[src/sv/assert_macros.svh]
// assertion macros for the position controller rtl
// expects clk and arst_n in the scope of each use
`ifndef ASSERT_MACROS_SVH
`define ASSERT_MACROS_SVH

// property sampled on the rising clock edge, off while reset is low
`define ASSERT_CLK(lbl, prop, msg) \
	lbl: assert property (@(posedge clk) disable iff (!arst_n) (prop)) else $error(msg);

// condition that must never be true at a clock edge
`define ASSERT_NEVER(lbl, cond, msg) \
	`ASSERT_CLK(lbl, !(cond), msg)

`endif

[src/sv/pmd_pkg.sv]
// shared types, constants and the microcode rom of the position controller
// no dependencies; used by pmd_seq and pid_position_motor_drive_unit
`timescale 1ns / 1ps
`default_nettype none

package pmd_pkg;

	// field and datapath widths
	localparam int unsigned COUNT_W   = 24;
	localparam int unsigned GAIN_W    = 24;
	localparam int unsigned ANGLE_W   = 17;
	localparam int unsigned DUTY_W    = 7;
	localparam int unsigned DIR_W     = 2;
	localparam int unsigned ERR_W     = 28;
	localparam int unsigned DERR_W    = 29;
	localparam int unsigned Q_W       = 27;
	localparam int unsigned Y_W       = 32;
	localparam int unsigned INTEG_W   = 48;
	localparam int unsigned U_W       = 64;
	localparam int unsigned OPND_W    = 33;
	localparam int unsigned PROD_W    = 66;
	localparam int unsigned CFG_IDX_W = 3;
	localparam int unsigned CFG_W     = 24;
	localparam int unsigned PC_W      = 4;
	localparam int unsigned DUTY_LSB  = 24;

	// position scaling: pos = floor((384*|count| + 17) / 35)
	localparam logic [Y_W-1:0]    ROUND_BIAS  = 32'd17;
	localparam logic [Y_W:0]      DIVISOR     = 33'd35;
	localparam logic [OPND_W-1:0] RECIP_35    = 33'd3926827242;
	localparam int unsigned       RECIP_SHIFT = 37;

	// sample period 0.005 s in Q0.24
	localparam logic [OPND_W-1:0] T_Q24 = 33'd83886;

	localparam logic [DUTY_W-1:0] DUTY_CAP = 7'd99;

	// register reset values
	localparam logic [GAIN_W-1:0]  KP_RESET    = 24'd192676;
	localparam logic [GAIN_W-1:0]  KI_RESET    = 24'd0;
	localparam logic [GAIN_W-1:0]  KD_RESET    = 24'd0;
	localparam logic [ANGLE_W-1:0] TARGET_RESET = 17'd23040;
	localparam logic [ANGLE_W-1:0] FLOOR_RESET  = 17'd15360;
	localparam logic [ANGLE_W-1:0] CEIL_RESET   = 17'd30720;

	typedef enum logic [CFG_IDX_W-1:0] {
		CFG_KP     = 3'd0,
		CFG_KI     = 3'd1,
		CFG_KD     = 3'd2,
		CFG_TARGET = 3'd3,
		CFG_FLOOR  = 3'd4,
		CFG_CEIL   = 3'd5
	} cfg_idx_t;

	typedef enum logic [DIR_W-1:0] {
		DIR_NONE = 2'd0,
		DIR_CW   = 2'd1,
		DIR_CCW  = 2'd2
	} dir_t;

	// register-write operation of one step
	typedef enum logic [3:0] {
		OP_NOP,
		OP_CLAMP,
		OP_QEST,
		OP_QINC,
		OP_ERR,
		OP_INTEG,
		OP_LOADP,
		OP_SCALE,
		OP_ADDD,
		OP_ADDI,
		OP_OUT
	} uop_t;

	// multiplier operand pair launched by one step
	typedef enum logic [2:0] {
		MUL_NONE,
		MUL_RECIP,
		MUL_ET,
		MUL_KP,
		MUL_KD,
		MUL_KI
	} mul_sel_t;

	typedef enum logic {
		COND_NEVER,
		COND_REM_LOW
	} cond_t;

	typedef enum logic {
		SEQ_IDLE,
		SEQ_RUN
	} seq_state_t;

	typedef struct packed {
		uop_t            op;
		mul_sel_t        mul;
		cond_t           cond;
		logic [PC_W-1:0] target;
		logic            last;
	} ucode_t;

	// sequencer to datapath
	typedef struct packed {
		logic     fire;
		uop_t     op;
		mul_sel_t mul;
	} seq_ctrl_t;

	// datapath to sequencer
	typedef struct packed {
		logic start;
		logic rem_low;
		logic out_hold;
	} seq_stat_t;

	// control program, one word per step
	function automatic ucode_t ucode(input logic [PC_W-1:0] pc);
		ucode_t w;
		w = '{op: OP_NOP, mul: MUL_NONE, cond: COND_NEVER, target: '0, last: 1'b0};
		unique case (pc)
			4'd0:  begin w.op = OP_CLAMP; w.mul = MUL_RECIP; end
			4'd1:  begin w.op = OP_QEST; end
			4'd2:  begin w.cond = COND_REM_LOW; w.target = 4'd4; end
			4'd3:  begin w.op = OP_QINC; end
			4'd4:  begin w.op = OP_ERR; end
			4'd5:  begin w.mul = MUL_ET; end
			4'd6:  begin w.op = OP_INTEG; w.mul = MUL_KP; end
			4'd7:  begin w.op = OP_LOADP; w.mul = MUL_KD; end
			4'd8:  begin w.op = OP_SCALE; w.mul = MUL_KI; end
			4'd9:  begin w.op = OP_ADDD; end
			4'd10: begin w.op = OP_ADDI; end
			4'd11: begin w.op = OP_OUT; w.last = 1'b1; end
			default: begin w.last = 1'b1; end
		endcase
		return w;
	endfunction

endpackage

`default_nettype wire

[src/sv/pmd_seq.sv]
// microcode sequencer: step counter, rom fetch and conditional jump
// depends on pmd_pkg
`timescale 1ns / 1ps
`default_nettype none

module pmd_seq (
	input  wire                logic clk,
	input  wire                logic arst_n,
	input  wire pmd_pkg::seq_stat_t stat,
	output pmd_pkg::seq_ctrl_t ctrl,
	output logic               busy
);

	pmd_pkg::seq_state_t           state_q, state_d;
	logic [pmd_pkg::PC_W-1:0]      pc_q, pc_d;
	pmd_pkg::ucode_t               uw;
	logic                          cond_hit;

	assign uw = pmd_pkg::ucode(pc_q);

	always_comb begin
		unique case (uw.cond)
			pmd_pkg::COND_REM_LOW: cond_hit = stat.rem_low;
			default:               cond_hit = 1'b0;
		endcase
	end

	// next state
	always_comb begin
		state_d = state_q;
		pc_d    = pc_q;
		unique case (state_q)
			pmd_pkg::SEQ_IDLE: begin
				if (stat.start) begin
					state_d = pmd_pkg::SEQ_RUN;
					pc_d    = '0;
				end
			end
			pmd_pkg::SEQ_RUN: begin
				if (uw.last) begin
					if (!stat.out_hold) begin
						state_d = pmd_pkg::SEQ_IDLE;
					end
				end else if (cond_hit) begin
					pc_d = uw.target;
				end else begin
					pc_d = pc_q + 1'b1;
				end
			end
			default: begin
				state_d = pmd_pkg::SEQ_IDLE;
			end
		endcase
	end

	// outputs
	always_comb begin
		busy      = (state_q == pmd_pkg::SEQ_RUN);
		ctrl.fire = (state_q == pmd_pkg::SEQ_RUN) && !(uw.last && stat.out_hold);
		ctrl.op   = uw.op;
		ctrl.mul  = uw.mul;
	end

	always_ff @(posedge clk or negedge arst_n) begin
		if (!arst_n) begin
			state_q <= pmd_pkg::SEQ_IDLE;
			pc_q    <= '0;
		end else begin
			state_q <= state_d;
			pc_q    <= pc_d;
		end
	end

endmodule

`default_nettype wire

[config.mk]
export PLATFORM = sky130hd
export DESIGN_NAME = pmd_seq
export DESIGN_NICKNAME = d
export VERILOG_FILES = /design/src/sv/assert_macros.svh /design/src/sv/pmd_pkg.sv /design/src/sv/pmd_seq.sv
export SDC_FILE = /design/constraint.sdc
export NUM_CORES = 1
export LEC_CHECK = 0
export BUFFER_PORTS_ARGS = -buffer_cell sky130_fd_sc_hd__buf_2
export CAP_MARGIN = 10
export CORE_AREA = 10 10 47 49
export DETAILED_ROUTE_END_ITERATION = 10
export DIE_AREA = 0 0 57 59
export HOLD_SLACK_MARGIN = 0.02
export PLACE_DENSITY = 0.64
export SYNTH_ARGS = -nofsm -noshare
export SYNTH_HDL_FRONTEND = slang
export SYNTH_SLANG_ARGS = --single-unit
[constraint.sdc]
create_clock -name clk -period 2.48 [get_ports clk]
set_clock_uncertainty 0.1 [all_clocks]
set_input_delay 0.124 -clock clk [delete_from_list [all_inputs] [get_ports clk]]
set_output_delay 0.124 -clock clk [all_outputs]
set_load 0.02 [all_outputs]
==> results of run 1 <==
## logic make-up after synthesis
group | count (synthesis) | share of synthesized area, %
simple gates | 23 | 27.2
compound gates | 17 | 24.5
buf+inv | 9 | 9.66
flops | 5 | 26.1
fa+ha+maj | 4 | 10.4
mux | 1 | 2.09
## worst paths after layout
check	from	to	slack, ns	cells past startpoint
worst max-delay path	pc_q[0]$_DFFE_PN0P_	ctrl[7]	0.30	5
worst min-delay path	stat[0]	busy$_DFF_PN0_	0.05	3
worst max register to register	pc_q[0]$_DFFE_PN0P_	pc_q[1]$_DFFE_PN0P_	0.60	5
worst min register to register	pc_q[1]$_DFFE_PN0P_	pc_q[1]$_DFFE_PN0P_	0.51	2
max in group asynchronous	arst_n	pc_q[2]$_DFFE_PN0P_	2.03	2
min in group asynchronous	arst_n	pc_q[1]$_DFFE_PN0P_	0.12	2
## power breakdown
part,internal (W),switching [W],leakage [nW]
sequential,0.000118,0.0000718,0.0611
combinational,0.000230,0.000338,0.213
clock,0.0000607,0.0000316,0.0150
total,0.000409,0.000441,0.289
## state kept, by name (all words and copies together), names as in the netlist
signal and flops:
busy 1, pc_q 4
## synth_stat cells, drive strengths merged
library cell,count,share of area (%)
and4bb,1,2.6
buf,1,1.6
mux2i,1,2.1
nor2,4,3.1
a31oi,1,1.3
nand2b,2,2.6
or4b,1,2.1
a21boi,1,1.6
or3,1,1.6
o41ai,1,5.7
dlymetal6s2s,1,2.6
nor2b,1,2.9
o21bai,1,1.6
nand3b,1,1.6
o21ai,8,8.4
a21oi,3,3.1
dfrtp,5,26
nand4,1,1.3
o22ai,1,1.3
nand2,8,6.3
nand3,3,3.1
a21o,1,1.6
ha,4,10
inv,7,5.5
## stage by stage
step	hold WS [ns]	setup slack, ns	power (W)
final	0.0469	0.302	0.000850
after global routing	0.0591	0.106	0.000940
after CTS	0.0401	0.281	0.000862
after detailed placement	-0.154	0.539	0.000762
after global placement	-0.153	0.613	0.000757
after floorplan	-0.272	0.741	0.000624
## final cells by class
cell class	instances	area share (%)
well taps	16	3.45
clock buffers	4	4.53
flip-flops and latches	5	21.6
multi-input cells	45	53.0
inverters	7	4.53
repair buffers	14	12.9
## worst reg2reg max path, delay by kind of cell (launching register included)
kind	cells	cell delay, ns
AOI/OAI and AO/OA	1	0.57
adders and majority gates	1	0.29
buffers and inverters	1	0.10
DFF	1	0.41
and+or+nand+nor	2	0.28
## routing by layer
layer / part of all wire, % / GRT usage (%) / wire length, um / vias up
met5: 0 / 0 / 0 / -
met4: 0 / 5.03 / 0 / 0
met3: 7.3 / 2.36 / 80 / 0
met2: 44 / 9.92 / 483 / 13
met1: 48 / 7.82 / 524 / 195
li1: - / - / - / 236
## timing repair
action                    CTS  global route
buffers inserted            0             0
hold endpoints to repair    5             0
hold buffers                1             0
==> results_dict.tcl, run 1 <==
set metrics [dict create \
    synth_area_um2 479 \
    crit_required_ns 2.26 \
    ctsRootBufferMaster "clkbuf_4" \
    irDropWorstVdd_mv 0.605 \
    n_antenna_cell 0 \
    syn2layout_area_growth_pct 21.1 \
    wirelength_mm 1.09 \
    finalNetCount 85 \
    cap_violations 0 \
    htreeDepth 1 \
    utilization_pct 41.4 \
    via_per_inst 4.88 \
    endpoint_kind "output pin" \
    fin_crit_ns 2.18 \
    final_common_cell "buf_2" \
    worst_pin_slew_ns 0.487 \
    place_congestion 0.797 \
    clock_sinks 5 \
    synth_seq_cells 5 \
    hold_viol 0 \
    wl_per_cell_um 12.0 \
    tritoncts "built" \
    path_clk_slew_ns 0.04 \
    worstSetupStartpointType "flip-flop" \
    register_area_um2 125 \
    setup_viol 0 \
    tns_ns 0 \
    worstPathArrival_ns 1.95 \
    start_util_pct 34.2 \
    crit_family "compound AO/OA/AOI/OAI gates" \
    maxSlewHeadroom_pct 67.4 \
    fp.coreArea_um2 1400 \
    numCtsBuffers 3 \
    cellPowerDensity_nw_per_um2 1460 \
    ys_seq_area_share_pct 26.1 \
    hold_path_class "primary input to flip-flop" \
    portBuffers 13 \
    syn_nets 68 \
    critical_path.slowest_cell "o41ai_4" \
    ys_warn_count 0 \
    hpwl_um 845 \
    cp_slowest_stage_delay_ns 0.57 \
    vias 444 \
    final_cells 91 \
    grt_first_pass_wirelength_mm 1.86 \
    layout_common_cells "13 x buf_2, 8 x nand2_1, 7 x inv_1, 7 x o21ai_0, 5 x dfrtp_1" \
    ant_nets 0 \
    drv_slew 0 \
    fillCellCount 152 \
    grt_util_all_layers_pct 6.73 \
    worstPathMaxFanout 9 \
    rows 14 \
    cts_resized 0 \
    min_period_over_period_pct 87.8 \
    pin_count 14 \
    clock.fmax_mhz 459 \
    grt_max_degree 13 \
    critPathBufInv 2 \
    rsz0062_at_grt "no" \
    path_class "flip-flop to output pin" \
    drtIter0Drc 16 \
    p_leak_nw 0.289 \
    grt_pass1_vias 450 \
    fp.dieW_um 57 \
    multi_input_area_um2 308 \
    clkLatencyLatePin_ns 0.24 \
    syn_inst 59 \
    grt_overflow 0 \
    status "finished, final reports clean" \
    antenna_found_initial 0 \
    first_pass_iters 4 \
    crit_chain "inv_1, ha_1, o41ai_4, a21boi_0, buf_2" \
    drcViolationCount 0 \
    dpl_cell_area_um2 544 \
    cts_max_path_buffers 2 \
    synth.avg_cell_area_um2 8.12 \
    drive_above_1_share_pct 25.3 \
    dp.cells 86 \
    die_area_um2 3360 \
    final_cell_area_um2 581 \
    synth_cell_types 25 \
    die_h_um 59 \
]
(Power assumes the default switching activity.)
==> inputs of run 2 (changes only) <==
- GPL_ROUTABILITY_DRIVEN: not set -> 0
- RECOVER_POWER: not set -> 100
==> run 2 against run 1 <==
Net effect:
- cell count unchanged
- via count up 1.1%
- critical path depth unchanged
- routed wire length down 0.18%
- highest routed layer unchanged
==> results_dict.tcl, run 2 (synthesized netlist as in run 1, its figures left out) <==
set metrics [dict create \
    ctsRootBufferMaster "clkbuf_4" \
    drtIter0Drc 7 \
    cap_violations 0 \
    r2r_end "pc_q[0]$_DFFE_PN0P_" \
    status "finished, final reports clean" \
    hpwl_um 845 \
    syn2layout_area_growth_pct 17.5 \
    min_period_over_period_pct 87.6 \
    grt_pass1_vias 450 \
    worstPathArrival_ns 1.95 \
    crit_required_ns 2.26 \
    clock.fmax_mhz 460 \
    rsz0062_at_grt "no" \
    portBuffers 13 \
    cp_slowest_stage_delay_ns 0.57 \
    grt_max_degree 13 \
    hold_viol 0 \
    largest_register_ffs 4 \
    die_h_um 59 \
    numCtsBuffers 3 \
    vias 449 \
    start_util_pct 34.2 \
    antenna_found_initial 0 \
    cts_max_path_buffers 2 \
    worstHoldStart "stat[0]" \
    final_common_cell "clkbuf_1" \
    p_leak_nw 0.260 \
    path_class "flip-flop to output pin" \
    tns_ns 0 \
    tritoncts "built" \
    n_antenna_cell 0 \
    final_cell_area_um2 563 \
    drcViolationCount 0 \
    crit_chain "inv_1, ha_1, o41ai_4, a21boi_0, clkbuf_2" \
    grt_overflow 0 \
    wl_per_cell_um 11.9 \
    clkLatencyLatePin_ns 0.24 \
    ant_nets 0 \
    worst_pin_slew_ns 0.485 \
    path_clk_slew_ns 0.04 \
    hold_path_class "primary input to flip-flop" \
    hold_depth 3 \
    worstPathMaxFanout 9 \
    fp.coreArea_um2 1400 \
    wirelength_mm 1.09 \
    drive_above_1_share_pct 13.3 \
    layout_common_cells "9 x clkbuf_1, 8 x o21ai_0, 8 x nand2_1, 7 x inv_1, 5 x dfrtp_1" \
    setup_viol 0 \
    fillCellCount 160 \
    cellPowerDensity_nw_per_um2 1460 \
    fp.dieW_um 57 \
    finalNetCount 85 \
    endpoint_kind "output pin" \
    htreeDepth 1 \
    drv_slew 0 \
    via_per_inst 4.93 \
    reg2reg_slack_ns 0.57 \
    top_register "pc_q" \
    irDropWorstVdd_mv 0.597 \
    clock_sinks 5 \
    pin_count 14 \
    fin_crit_ns 2.17 \
    crit_family "compound AO/OA/AOI/OAI gates" \
    dpl_cell_area_um2 544 \
    whs_endpoint "busy$_DFF_PN0_" \
    critical_path.slowest_cell "o41ai_4" \
    r2r-start "pc_q[1]$_DFFE_PN0P_" \
    critPathBufInv 2 \
    grt_util_all_layers_pct 6.73 \
    maxSlewHeadroom_pct 67.6 \
    grt_first_pass_wirelength_mm 1.86 \
    worstSetupStartpointType "flip-flop" \
    cts_setup_buffers 0 \
    rr_worst_depth 5 \
    first_pass_iters 4 \
    rows 14 \
    die_area_um2 3360 \
]
## run 2: where the power goes
part / switching [W] / internal (W)
logic: 0.000338 / 0.000208
clock network: 0.0000317 / 0.0000607
registers: 0.0000682 / 0.000118
## run 2: cell type report
class / instances / area (um2) / area share, %
Clock buffer: 4 / 26.3 / 4.67
Multi-Input combinational cell: 45 / 300 / 53.3
Tap cell: 16 / 20.0 / 3.56
Sequential cell: 5 / 125 / 22.2
Inverter: 7 / 26.3 / 4.67
Timing Repair Buffer: 14 / 65.1 / 11.6
## run 2: worst min-delay path, delay by kind of cell
family | cells | cell delay, ns
buf+inv | 2 | 0.14
compound gates | 1 | 0.07
## run 2: what timing repair did
action,in CTS,in global routing
hold buffers,1,0
gates resized for setup,0,0
endpoints found under the hold margin,5,0
## run 2: how the worst max path moves through the flow
| stage | start | slack [ns] | endpoint | depth (start not counted) |
|---|---|---|---|---|
| global route | pc_q[0]$_DFFE_PN0P_ | 0.10 | ctrl[7] | 5 |
| CTS | pc_q[0]$_DFFE_PN0P_ | 0.28 | ctrl[7] | 5 |
| finish | pc_q[0]$_DFFE_PN0P_ | 0.31 | ctrl[7] | 5 |
| detailed placement | pc_q[0]$_DFFE_PN0P_ | 0.54 | ctrl[7] | 5 |
| global placement | pc_q[0]$_DFFE_PN0P_ | 0.61 | ctrl[7] | 5 |
| floorplan | pc_q[0]$_DFFE_PN0P_ | 0.74 | ctrl[7] | 4 |
## run 2: layer usage
layer / vias to the layer above / global-route usage (%) / share of wire (%)
li1: 237 / - / -
met1: 199 / 7.82 / 47
met2: 13 / 9.92 / 45
met3: 0 / 2.36 / 7.8
met4: 0 / 5.03 / 0
met5: - / 0 / 0
## run 2: per-stage QoR
stage / hold WS (ns) / cells / total power [W] / util (%) / worst slack, ns
2_1_floorplan: -0.272 / 59 / 0.000624 / - / 0.741
3_3_place_gp: -0.153 / 86 / 0.000757 / 38.8 / 0.613
3_5_place_dp: -0.154 / 86 / 0.000762 / 38.8 / 0.539
4_1_cts: 0.0401 / 91 / 0.000862 / 41.4 / 0.281
5_1_grt: 0.0591 / 91 / 0.000916 / 40.2 / 0.103
6_report: 0.0468 / 91 / 0.000825 / 40.2 / 0.308
